--- config.mk ---
export PLATFORM = sky130hd
export DESIGN_NAME = stack_calculator_executor_top_flat
export DESIGN_NICKNAME = d
export VERILOG_FILES = /design/src/rtl/core/sce_pkg.sv /design/src/rtl/core/sce_req_if.sv /design/src/rtl/core/sce_rsp_if.sv /design/src/rtl/core/stack_calculator_executor_top.sv /design/src/rtl/core/sce_exec.sv /design/src/flat_wrapper.sv
export SDC_FILE = /design/constraint.sdc
export NUM_CORES = 2
export LEC_CHECK = 0
export BUFFER_PORTS_ARGS = -buffer_cell sky130_fd_sc_hd__buf_2
export CORE_MARGIN = 2
export CORE_UTILIZATION = 57
export CTS_CLUSTER_DIAMETER = 30
export CTS_CLUSTER_SIZE = 30
export DETAILED_ROUTE_END_ITERATION = 6
export HOLD_SLACK_MARGIN = 0.03
export MAX_ROUTING_LAYER = met4
export PLACE_DENSITY = 0.73
export SKIP_CTS_REPAIR_TIMING = 1
export SKIP_LAST_GASP = 1
export SYNTH_ARGS = -nofsm -noshare
export SYNTH_HDL_FRONTEND = slang
export SYNTH_SLANG_ARGS = --single-unit
--- constraint.sdc ---
create_clock -name i_clk -period 25 [get_ports i_clk]
set_input_delay 2.5 -clock i_clk [delete_from_list [all_inputs] [get_ports i_clk]]
set_output_delay 2.5 -clock i_clk [all_outputs]
set_load 0.1 [all_outputs]
--- src/rtl/core/sce_pkg.sv ---
// Shared constants, instruction codes and request/result types for the stack calculator.
`default_nettype none

package sce_pkg;

    // Sizes of the storage and the datapath.
    localparam int STACK_DEPTH = 16;
    localparam int NUM_VARS    = 16;
    localparam int DATA_WIDTH  = 32;

    // Fixed field widths of the request and result items.
    localparam int FUNC_W    = 4;
    localparam int OPERAND_W = 32;
    localparam int VAR_W     = 4;
    localparam int ROUTINE_W = 8;
    localparam int TOP_W     = 32;
    localparam int CNT_W     = $clog2(STACK_DEPTH + 1);
    localparam int DEPTH_W   = 5;
    localparam int VIDX_W    = $clog2(NUM_VARS);

    // Instruction codes.
    localparam logic [FUNC_W-1:0] FUNC_PUSH  = 4'd0;
    localparam logic [FUNC_W-1:0] FUNC_ADD   = 4'd1;
    localparam logic [FUNC_W-1:0] FUNC_SUB   = 4'd2;
    localparam logic [FUNC_W-1:0] FUNC_MUL   = 4'd3;
    localparam logic [FUNC_W-1:0] FUNC_WRITE = 4'd4;
    localparam logic [FUNC_W-1:0] FUNC_READ  = 4'd5;
    localparam logic [FUNC_W-1:0] FUNC_JUMP  = 4'd6;
    localparam logic [FUNC_W-1:0] FUNC_JUMPZ = 4'd7;
    localparam logic [FUNC_W-1:0] FUNC_HSET  = 4'd8;

    // One instruction request.
    typedef struct packed {
        logic [FUNC_W-1:0]           func;
        logic signed [OPERAND_W-1:0] operand_value;
        logic [VAR_W-1:0]            var_index;
        logic [ROUTINE_W-1:0]        routine_id;
    } t_req;

    // One result item.
    typedef struct packed {
        logic signed [TOP_W-1:0] top_value;
        logic [DEPTH_W-1:0]      stack_depth;
        logic                    jump_taken;
        logic [ROUTINE_W-1:0]    jump_target;
        logic                    overflow;
    } t_rsp;

endpackage

`default_nettype wire

--- src/rtl/core/sce_req_if.sv ---
// Valid/ready channel that carries instruction requests.
`default_nettype none

interface sce_req_if;
    logic                                 valid;
    logic                                 ready;
    logic [sce_pkg::FUNC_W-1:0]           func;
    logic signed [sce_pkg::OPERAND_W-1:0] operand_value;
    logic [sce_pkg::VAR_W-1:0]            var_index;
    logic [sce_pkg::ROUTINE_W-1:0]        routine_id;

    modport source (
        output valid, func, operand_value, var_index, routine_id,
        input  ready
    );
    modport sink (
        input  valid, func, operand_value, var_index, routine_id,
        output ready
    );
endinterface

`default_nettype wire

--- src/rtl/core/sce_rsp_if.sv ---
// Valid/ready channel that carries result items.
`default_nettype none

interface sce_rsp_if;
    logic                             valid;
    logic                             ready;
    logic signed [sce_pkg::TOP_W-1:0] top_value;
    logic [sce_pkg::DEPTH_W-1:0]      stack_depth;
    logic                             jump_taken;
    logic [sce_pkg::ROUTINE_W-1:0]    jump_target;
    logic                             overflow;

    modport source (
        output valid, top_value, stack_depth, jump_taken, jump_target, overflow,
        input  ready
    );
    modport sink (
        input  valid, top_value, stack_depth, jump_taken, jump_target, overflow,
        output ready
    );
endinterface

`default_nettype wire

--- src/rtl/core/stack_calculator_executor_top.sv ---
// Top level of the stack calculator executor: request register, execute stage, result register.
//
//   channel  | dir | modport | payload
//   ---------+-----+---------+--------------------------------------------------------
//   i_req    | in  | sink    | func, operand_value, var_index, routine_id
//   o_rsp    | out | source  | top_value, stack_depth, jump_taken, jump_target, overflow
//
// One request per cycle while o_rsp.ready is high; both registers lie on the result path.
// The request register feeds the execute logic, whose single 32x32 multiply sets the path.
// Reset clears the stack depth, the variable valid bits and both valid flags; no sweep is needed.
// A stalled result holds in the result register while one more request waits in the request
// register; i_req.ready drops only when both are full and o_rsp.ready is low.
`default_nettype none

module stack_calculator_executor_top (
    input  wire logic i_clk,
    input  wire logic i_rst_n,
    sce_req_if.sink   i_req,
    sce_rsp_if.source o_rsp
);

    sce_pkg::t_req r_req;
    logic          r_req_valid;
    sce_pkg::t_rsp r_rsp;
    logic          r_rsp_valid;
    sce_pkg::t_rsp exec_rsp;
    logic          rsp_load;
    logic          exec_en;
    logic          req_take;

    // Pipeline advance: the result register frees up when empty or being drained.
    assign rsp_load    = !r_rsp_valid || o_rsp.ready;
    assign exec_en     = r_req_valid && rsp_load;
    assign i_req.ready = !r_req_valid || rsp_load;
    assign req_take    = i_req.valid && i_req.ready;

    // Request register valid flag.
    always_ff @(posedge i_clk) begin
        if (!i_rst_n) begin
            r_req_valid <= 1'b0;
        end else if (i_req.ready) begin
            r_req_valid <= i_req.valid;
        end
    end

    // Request register payload.
    always_ff @(posedge i_clk) begin
        if (req_take) begin
            r_req.func          <= i_req.func;
            r_req.operand_value <= i_req.operand_value;
            r_req.var_index     <= i_req.var_index;
            r_req.routine_id    <= i_req.routine_id;
        end
    end

    sce_exec u_exec (
        .i_clk   (i_clk),
        .i_rst_n (i_rst_n),
        .i_en    (exec_en),
        .i_req   (r_req),
        .o_rsp   (exec_rsp)
    );

    // Result register valid flag.
    always_ff @(posedge i_clk) begin
        if (!i_rst_n) begin
            r_rsp_valid <= 1'b0;
        end else if (rsp_load) begin
            r_rsp_valid <= r_req_valid;
        end
    end

    // Result register payload.
    always_ff @(posedge i_clk) begin
        if (exec_en) begin
            r_rsp <= exec_rsp;
        end
    end

    // Output channel drive.
    assign o_rsp.valid       = r_rsp_valid;
    assign o_rsp.top_value   = r_rsp.top_value;
    assign o_rsp.stack_depth = r_rsp.stack_depth;
    assign o_rsp.jump_taken  = r_rsp.jump_taken;
    assign o_rsp.jump_target = r_rsp.jump_target;
    assign o_rsp.overflow    = r_rsp.overflow;

    // Every executed request lands in the result register.
    a_exec_lands: assert property (@(posedge i_clk) disable iff (!i_rst_n)
        exec_en |=> r_rsp_valid)
        else $error("executed request did not produce a result");

    // A waiting request is never executed while the result register is stuck.
    a_no_exec_on_stall: assert property (@(posedge i_clk) disable iff (!i_rst_n)
        (r_rsp_valid && !o_rsp.ready) |-> !exec_en)
        else $error("request executed over a stalled result");

    // A request accepted while none waits is held for execution.
    a_take_holds: assert property (@(posedge i_clk) disable iff (!i_rst_n)
        req_take |=> r_req_valid)
        else $error("accepted request was lost");

endmodule

`default_nettype wire

--- src/rtl/core/sce_exec.sv ---
// Operand stack, variable store and combinational instruction execute logic.
`default_nettype none

module sce_exec (
    input  wire logic          i_clk,
    input  wire logic          i_rst_n,
    input  wire logic          i_en,
    input  wire sce_pkg::t_req i_req,
    output sce_pkg::t_rsp      o_rsp
);

    // Stack motion codes.
    localparam logic [1:0] ST_HOLD = 2'd0;
    localparam logic [1:0] ST_PUSH = 2'd1;
    localparam logic [1:0] ST_POP  = 2'd2;
    localparam logic [1:0] ST_REPL = 2'd3;

    localparam int DW = sce_pkg::DATA_WIDTH;
    localparam int SD = sce_pkg::STACK_DEPTH;
    localparam int CW = sce_pkg::CNT_W;

    // Shift-register stack: entry 0 is the top of stack.
    logic [DW-1:0]            r_stk [SD];
    logic [DW-1:0]            n_stk [SD];
    logic [CW-1:0]            r_count;
    logic [CW-1:0]            n_count;
    logic [DW-1:0]            r_var [sce_pkg::NUM_VARS];
    logic [sce_pkg::NUM_VARS-1:0] r_var_valid;

    logic [1:0]               stk_op;
    logic [DW-1:0]            stk_val;
    logic                     var_we;
    logic [DW-1:0]            var_wdata;
    logic [DW-1:0]            var_rdata;
    logic [DW-1:0]            operand_ext;
    logic [DW-1:0]            alu_res;
    logic [DW-1:0]            top_t;
    logic [DW-1:0]            second_s;
    logic [sce_pkg::VIDX_W-1:0] vidx;
    logic                     vidx_ok;
    logic                     full;
    logic                     jumped;
    logic                     ovf;

    assign top_t       = r_stk[0];
    assign second_s    = r_stk[1];
    assign operand_ext = DW'(i_req.operand_value);
    assign vidx        = i_req.var_index[sce_pkg::VIDX_W-1:0];
    assign vidx_ok     = (int'(i_req.var_index) < sce_pkg::NUM_VARS);
    assign full        = (r_count >= CW'(SD));
    assign var_rdata   = (vidx_ok && r_var_valid[vidx]) ? r_var[vidx] : '0;

    // Arithmetic on the top two entries; all results wrap.
    always_comb begin
        case (i_req.func)
            sce_pkg::FUNC_ADD: alu_res = top_t + second_s;
            sce_pkg::FUNC_SUB: alu_res = top_t - second_s;
            default:           alu_res = top_t * second_s;
        endcase
    end

    // Instruction decode into a stack motion, a variable write and flags.
    always_comb begin
        stk_op    = ST_HOLD;
        stk_val   = '0;
        var_we    = 1'b0;
        var_wdata = '0;
        jumped    = 1'b0;
        ovf       = 1'b0;
        case (i_req.func)
            sce_pkg::FUNC_PUSH: begin
                stk_val = operand_ext;
                if (full) begin
                    ovf = 1'b1;
                end else begin
                    stk_op = ST_PUSH;
                end
            end
            sce_pkg::FUNC_ADD, sce_pkg::FUNC_SUB, sce_pkg::FUNC_MUL: begin
                if (r_count >= CW'(2)) begin
                    stk_op  = ST_REPL;
                    stk_val = alu_res;
                end else if (r_count == '0) begin
                    stk_op  = ST_PUSH;
                end
            end
            sce_pkg::FUNC_WRITE: begin
                var_we = 1'b1;
                if (r_count != '0) begin
                    var_wdata = top_t;
                    stk_op    = ST_POP;
                end
            end
            sce_pkg::FUNC_READ: begin
                stk_val = var_rdata;
                if (full) begin
                    ovf = 1'b1;
                end else begin
                    stk_op = ST_PUSH;
                end
            end
            sce_pkg::FUNC_JUMP: begin
                jumped = 1'b1;
            end
            sce_pkg::FUNC_JUMPZ: begin
                if (r_count == '0) begin
                    jumped = 1'b1;
                end else begin
                    jumped = (top_t == '0);
                    stk_op = ST_POP;
                end
            end
            sce_pkg::FUNC_HSET: begin
                var_we    = 1'b1;
                var_wdata = operand_ext;
            end
            default: begin
            end
        endcase
    end

    // Next stack: entries shift or hold; entry 0 may also load a new value.
    always_comb begin
        n_count = r_count;
        for (int i = 0; i < SD; i++) begin
            n_stk[i] = r_stk[i];
        end
        case (stk_op)
            ST_PUSH: begin
                n_count  = r_count + CW'(1);
                n_stk[0] = stk_val;
                for (int i = 1; i < SD; i++) begin
                    n_stk[i] = r_stk[i-1];
                end
            end
            ST_POP: begin
                n_count = r_count - CW'(1);
                for (int i = 0; i < SD - 1; i++) begin
                    n_stk[i] = r_stk[i+1];
                end
            end
            ST_REPL: begin
                n_count  = r_count - CW'(1);
                n_stk[0] = stk_val;
                for (int i = 1; i < SD - 1; i++) begin
                    n_stk[i] = r_stk[i+1];
                end
            end
            default: begin
            end
        endcase
    end

    // Result as seen after this instruction.
    always_comb begin
        o_rsp.top_value   = (n_count != '0) ? sce_pkg::TOP_W'(n_stk[0]) : '0;
        o_rsp.stack_depth = sce_pkg::DEPTH_W'(n_count);
        o_rsp.jump_taken  = jumped;
        o_rsp.jump_target = jumped ? i_req.routine_id : '0;
        o_rsp.overflow    = ovf;
    end

    // Control state: depth and variable valid bits.
    always_ff @(posedge i_clk) begin
        if (!i_rst_n) begin
            r_count     <= '0;
            r_var_valid <= '0;
        end else if (i_en) begin
            r_count <= n_count;
            if (var_we && vidx_ok) begin
                r_var_valid[vidx] <= 1'b1;
            end
        end
    end

    // Payload storage.
    always_ff @(posedge i_clk) begin
        if (i_en) begin
            for (int i = 0; i < SD; i++) begin
                r_stk[i] <= n_stk[i];
            end
            if (var_we && vidx_ok) begin
                r_var[vidx] <= var_wdata;
            end
        end
    end

    // The depth never passes the stack size.
    a_count_bound: assert property (@(posedge i_clk) disable iff (!i_rst_n)
        r_count <= CW'(SD))
        else $error("stack depth above capacity");

    // The depth moves by at most one entry per instruction.
    a_count_step: assert property (@(posedge i_clk) disable iff (!i_rst_n)
        $past(i_rst_n) |-> (r_count == $past(r_count)
                         || r_count == CW'($past(r_count) + CW'(1))
                         || r_count == CW'($past(r_count) - CW'(1))))
        else $error("stack depth changed by more than one");

    // A dropped push happens only on a full stack, and leaves it full.
    a_ovf_full: assert property (@(posedge i_clk) disable iff (!i_rst_n)
        (i_en && o_rsp.overflow) |=> r_count == CW'(SD))
        else $error("overflow reported on a stack that was not full");

endmodule

`default_nettype wire
--- src/flat_wrapper.sv ---
// flat-port wrapper written by rule: the top's interface ports become plain ports
module stack_calculator_executor_top_flat 
  (i_clk, i_rst_n, i_req_valid, i_req_func, i_req_operand_value, i_req_var_index, i_req_routine_id, i_req_ready, o_rsp_valid, o_rsp_top_value, o_rsp_stack_depth, o_rsp_jump_taken, o_rsp_jump_target, o_rsp_overflow, o_rsp_ready);
  sce_req_if i_req_i ();
  sce_rsp_if o_rsp_i ();
  input  wire logic i_clk;
  input  wire logic i_rst_n;
  input wire logic [$bits(i_req_i.valid)-1:0] i_req_valid;
  input wire logic [$bits(i_req_i.func)-1:0] i_req_func;
  input wire logic [$bits(i_req_i.operand_value)-1:0] i_req_operand_value;
  input wire logic [$bits(i_req_i.var_index)-1:0] i_req_var_index;
  input wire logic [$bits(i_req_i.routine_id)-1:0] i_req_routine_id;
  output wire logic [$bits(i_req_i.ready)-1:0] i_req_ready;
  output wire logic [$bits(o_rsp_i.valid)-1:0] o_rsp_valid;
  output wire logic [$bits(o_rsp_i.top_value)-1:0] o_rsp_top_value;
  output wire logic [$bits(o_rsp_i.stack_depth)-1:0] o_rsp_stack_depth;
  output wire logic [$bits(o_rsp_i.jump_taken)-1:0] o_rsp_jump_taken;
  output wire logic [$bits(o_rsp_i.jump_target)-1:0] o_rsp_jump_target;
  output wire logic [$bits(o_rsp_i.overflow)-1:0] o_rsp_overflow;
  input wire logic [$bits(o_rsp_i.ready)-1:0] o_rsp_ready;
  assign i_req_i.valid = i_req_valid;
  assign i_req_i.func = i_req_func;
  assign i_req_i.operand_value = i_req_operand_value;
  assign i_req_i.var_index = i_req_var_index;
  assign i_req_i.routine_id = i_req_routine_id;
  assign i_req_ready = i_req_i.ready;
  assign o_rsp_valid = o_rsp_i.valid;
  assign o_rsp_top_value = o_rsp_i.top_value;
  assign o_rsp_stack_depth = o_rsp_i.stack_depth;
  assign o_rsp_jump_taken = o_rsp_i.jump_taken;
  assign o_rsp_jump_target = o_rsp_i.jump_target;
  assign o_rsp_overflow = o_rsp_i.overflow;
  assign o_rsp_i.ready = o_rsp_ready;
  stack_calculator_executor_top u_core (.i_clk(i_clk), .i_rst_n(i_rst_n), .i_req(i_req_i), .o_rsp(o_rsp_i));
endmodule
==> flow_results.org <==
** Run status
- The run finished, with violations left.
- Violations in the final reports :: design-rule violations

** Timing
- Highest achievable clock rate :: 0.121 GHz
- Transition time at the pin with the least slew margin :: 1250 ps
- Dividing the final minimum period by the clock period gives 0.329.
- On the final layout, the worst hold slack is 428 ps.
- The max-slew violation count was 0.
- Total negative slack for setup checks :: 0 ps
- Final Setup Violations :: 0
- Hold violation total from the final report :: 0
- Setup slack closes at 16760 ps.
- Measured against its own limit, the worst slew margin works out to 0.164.
- Unrepaired setup endpoints after global routing :: false
- Counting I/O delays and the setup requirement, the final critical path takes 8240 ps.
- The clock arrives with 76.0 ps of skew.

** Clock tree
- Clk buf depth :: 3
- TritonCTS clock tree :: done
- The H-tree was split into 4 levels.
- Clock latency of the later-clocked register in the worst-skew pair :: 840 ps
- CTS Root Cell :: clkbuf_16
- Clock slew at the register clock pins of the worst setup and hold paths :: 50 ps
- Sink count of the clock tree :: 1146
- In this run, CTS created clock tree buffers numbering 208.

** GRT
- Number of global-route vias before repair :: 44700
- Summed over all layers, the global routing overflow is 0.
- The first global-routing pass estimated 273000 µm of wire.
- Entering global routing, the biggest net connects 230 pins.
- Number of antenna violations at the first check in global routing :: 9
- Across every metal layer, demand over resource in global routing totals 0.320.

** Yosys
- After technology mapping, the gate count stands at 5394.
- Ys async rst share :: 0
- Synthesis-stage register bit count :: 1146
- Yosys warns :: 0
- Main flop type after synthesis :: edfxtp_1
- The number of different library cells used by synthesis comes to 81.
- Number of enable-type register cells in the synthesized netlist :: 1119
- Average cell area after synthesis :: 12.1 µm²
- Sequential element share of the synthesized area :: 0.524
- Post-synthesis cell area :: 0.0652 mm²
- Synthesized netlist net count :: 6015

** Flow run
- Max-capacitance violation count :: 0

** Placement
- Placed wire-length estimate after detailed placement :: 108000 µm
- Prior to clock tree synthesis, the placed netlist has a worst setup slack of 16930 ps.
- Number of placed instances with taps included :: 6745
- PortBufs :: 100
- The congestion estimate from routability-driven global placement came to 0.967.

** Setup path
- STA classifies the critical path startpoint as a register.
- Reg-to-reg startpoint :: u_core.u_exec.r_stk[0][9]
- Crit-path max FO :: 19
- Critical Path AT :: 8840 ps
- Among the stages of the critical path, the cell type that occurs most often is fa_1.
- Counting cells, the worst reg-to-reg path comes to 25.
- The worst register-to-register path ends at u_core.o_rsp.top_value[28].
- Slack of the worst reg-to-reg path :: 16760 ps
- The largest single stage delay on the critical path is 730 ps.
- Kind of critical path :: reg2reg
- STA classifies the critical path endpoint as a register.
- STA puts the critical path data required time at 25600 ps.
- Cell with the biggest individual delay on the critical path :: edfxtp_1

** Hold path
- Hold Crit Depth :: 0
- Endpoint, Worst Hold :: u_core.u_exec.r_stk[1][246]
- Hold Startpoint :: u_core.u_exec.r_stk[1][214]
- Worst hold-check path type :: reg2reg

** Die
- X dimension of the die :: 342 µm
- Initial Util :: 0.573
- The die covers 0.117 mm².
- Cell Rows :: 124
- # IOs :: 101
- Total core area :: 0.114 mm²
- Die boundary height :: 342 µm

** Power
- Switching power :: 4.12 mW
- Post-layout power :: 10.2 mW
- Of the total power, registers draw 0.217.
- IR analysis of the VDD net gives a maximum drop of 0.000343 V.
- Internal power comes to 6.04 mW.
- For this design the static power due to leakage is 29.0 nW.
- The share of total power dissipated in the clock network is 0.290.
- Pwr/cell area :: 136 mW/mm²
- Of the total power, combinational logic draws 0.493.
- Of the total power, the share spent switching nets is 0.405.

** Routing
- The detailed router finished its first iteration with 5528 violations.
- Number of iterations in the first detailed-routing pass :: 7
- For this run, design rule violations remaining after detail routing come to 17.
- After detailed routing, the average wire length per cell comes to 24.9 µm.
- Across all layers, the routed design uses 44000 vias.
- Via-per-instance ratio :: 6.15
- ANT nets after route :: 0
- Drt total wl :: 178000 µm

** Final layout
- Fraction of layout instances using a drive strength above 1 :: 0.138
- Layout overhead on the synthesized area :: 14.5%
- Final Instance Count excl. Fillers :: 7142
- After the last flow step, the layout net total stands at 6064.
- Most frequent standard cell in the layout excluding fill and tap cells :: nand2_1
- Leading cell types in the layout, fill and taps excluded :: 1188 x nand2_1, 1119 x edfxtp_1, 452 x nand3_1
- After filler insertion, the fill cell instance count of the layout stands at 8163.
-- stage by stage --
step,utilization,instance area (µm²)
floorplan,-,65200
global placement,0.590,67200
detailed placement,0.590,67200
CTS,0.656,74700
global route,0.656,74700
finish,0.656,74700
-- registers in the layout, summed over array words and instances (netlist names), named ones only --
name / count
u_core.o_rsp.valid: 1
u_core.o_rsp.jump_target: 8
u_core.u_exec.r_count: 5
u_core.o_rsp.stack_depth: 5
u_core.r_req_valid: 1
u_core.u_exec.r_var_valid: 16
u_core.r_req: 48
u_core.o_rsp.top_value: 32
u_core.o_rsp.overflow: 1
u_core.u_exec.r_stk: 512
u_core.u_exec.r_var: 512
u_core.o_rsp.jump_taken: 1
-- worst max path at each step --
stage	slack (ps)	startpoint	to	depth (start not counted)
after floorplan	2250	o_rsp_ready	u_core.u_exec.r_stk[0][100]	3
after detailed placement	16930	u_core.u_exec.r_stk[0][11]	u_core.o_rsp.top_value[28]	23
after global routing	16570	u_core.u_exec.r_stk[0][9]	u_core.u_exec.r_stk[0][27]	24
after CTS	16910	u_core.u_exec.r_stk[0][9]	u_core.o_rsp.top_value[28]	25
after global placement	16970	u_core.u_exec.r_stk[0][9]	u_core.o_rsp.top_value[28]	25
final	16760	u_core.u_exec.r_stk[0][9]	u_core.o_rsp.top_value[28]	25
-- metal layers --
layer  part of all wire  track usage  up-vias
met4              0.049        0.150        0
met3               0.10       0.0733      518
li1                   -            -    18900
met1               0.39        0.420    22200
met2               0.46        0.478     2338
met5                  0            -        -
-- power by group through the flow --
stage	registers, mW	logic [mW]	clock network [mW]
3_3_place_gp	2.24	4.86	0
4_1_cts	2.20	4.92	2.98
2_1_floorplan	2.27	3.41	0
6_report	2.20	5.00	2.95
5_1_grt	2.21	5.42	3.07
3_5_place_dp	2.24	4.87	0
-- area by class of cell --
cell class,count,area (µm²),area share
Clock buffer,227,5300,0.0709
Inverter,413,1560,0.0209
Clock inverter,165,2190,0.0293
Timing Repair Buffer,202,1330,0.0178
Antenna cell,5,12.5,0.000168
Sequential cell,1146,34200,0.457
Tap cell,1512,1890,0.0253
Multi-Input combinational cell,3472,28300,0.378
-- logic make-up after synthesis --
logic type,share of synthesized area
flip-flops,0.524
AO/OA/AOI/OAI,0.0452
XOR/XNOR,0.0187
buffers and inverters,0.0457
AND/OR/NAND/NOR,0.151
multiplexers,0.0591
adder cells (fa/ha/maj),0.156
-- synth_stat cells, drive strengths merged (78+ instances only) --
master  instances  area, µm²
nand2        1188       4460
edfxtp       1119      33600
nand3         452       2260
inv           413       1550
fa            410       8210
and2          331       2070
clkbuf        319       1200
mux4          163       3680
ha            159       1990
xnor2          94        823
nor2           85        319
a21oi          78        390
-- worst max-delay path: cells and delay by family (launching register included) --
kind / cells / cell delay (ps)
fa+ha+maj: 9 / 4210
compound gates: 9 / 2310
flops: 1 / 730
buf+inv: 6 / 650
simple gates: 1 / 120
(Power assumes the default switching activity.)
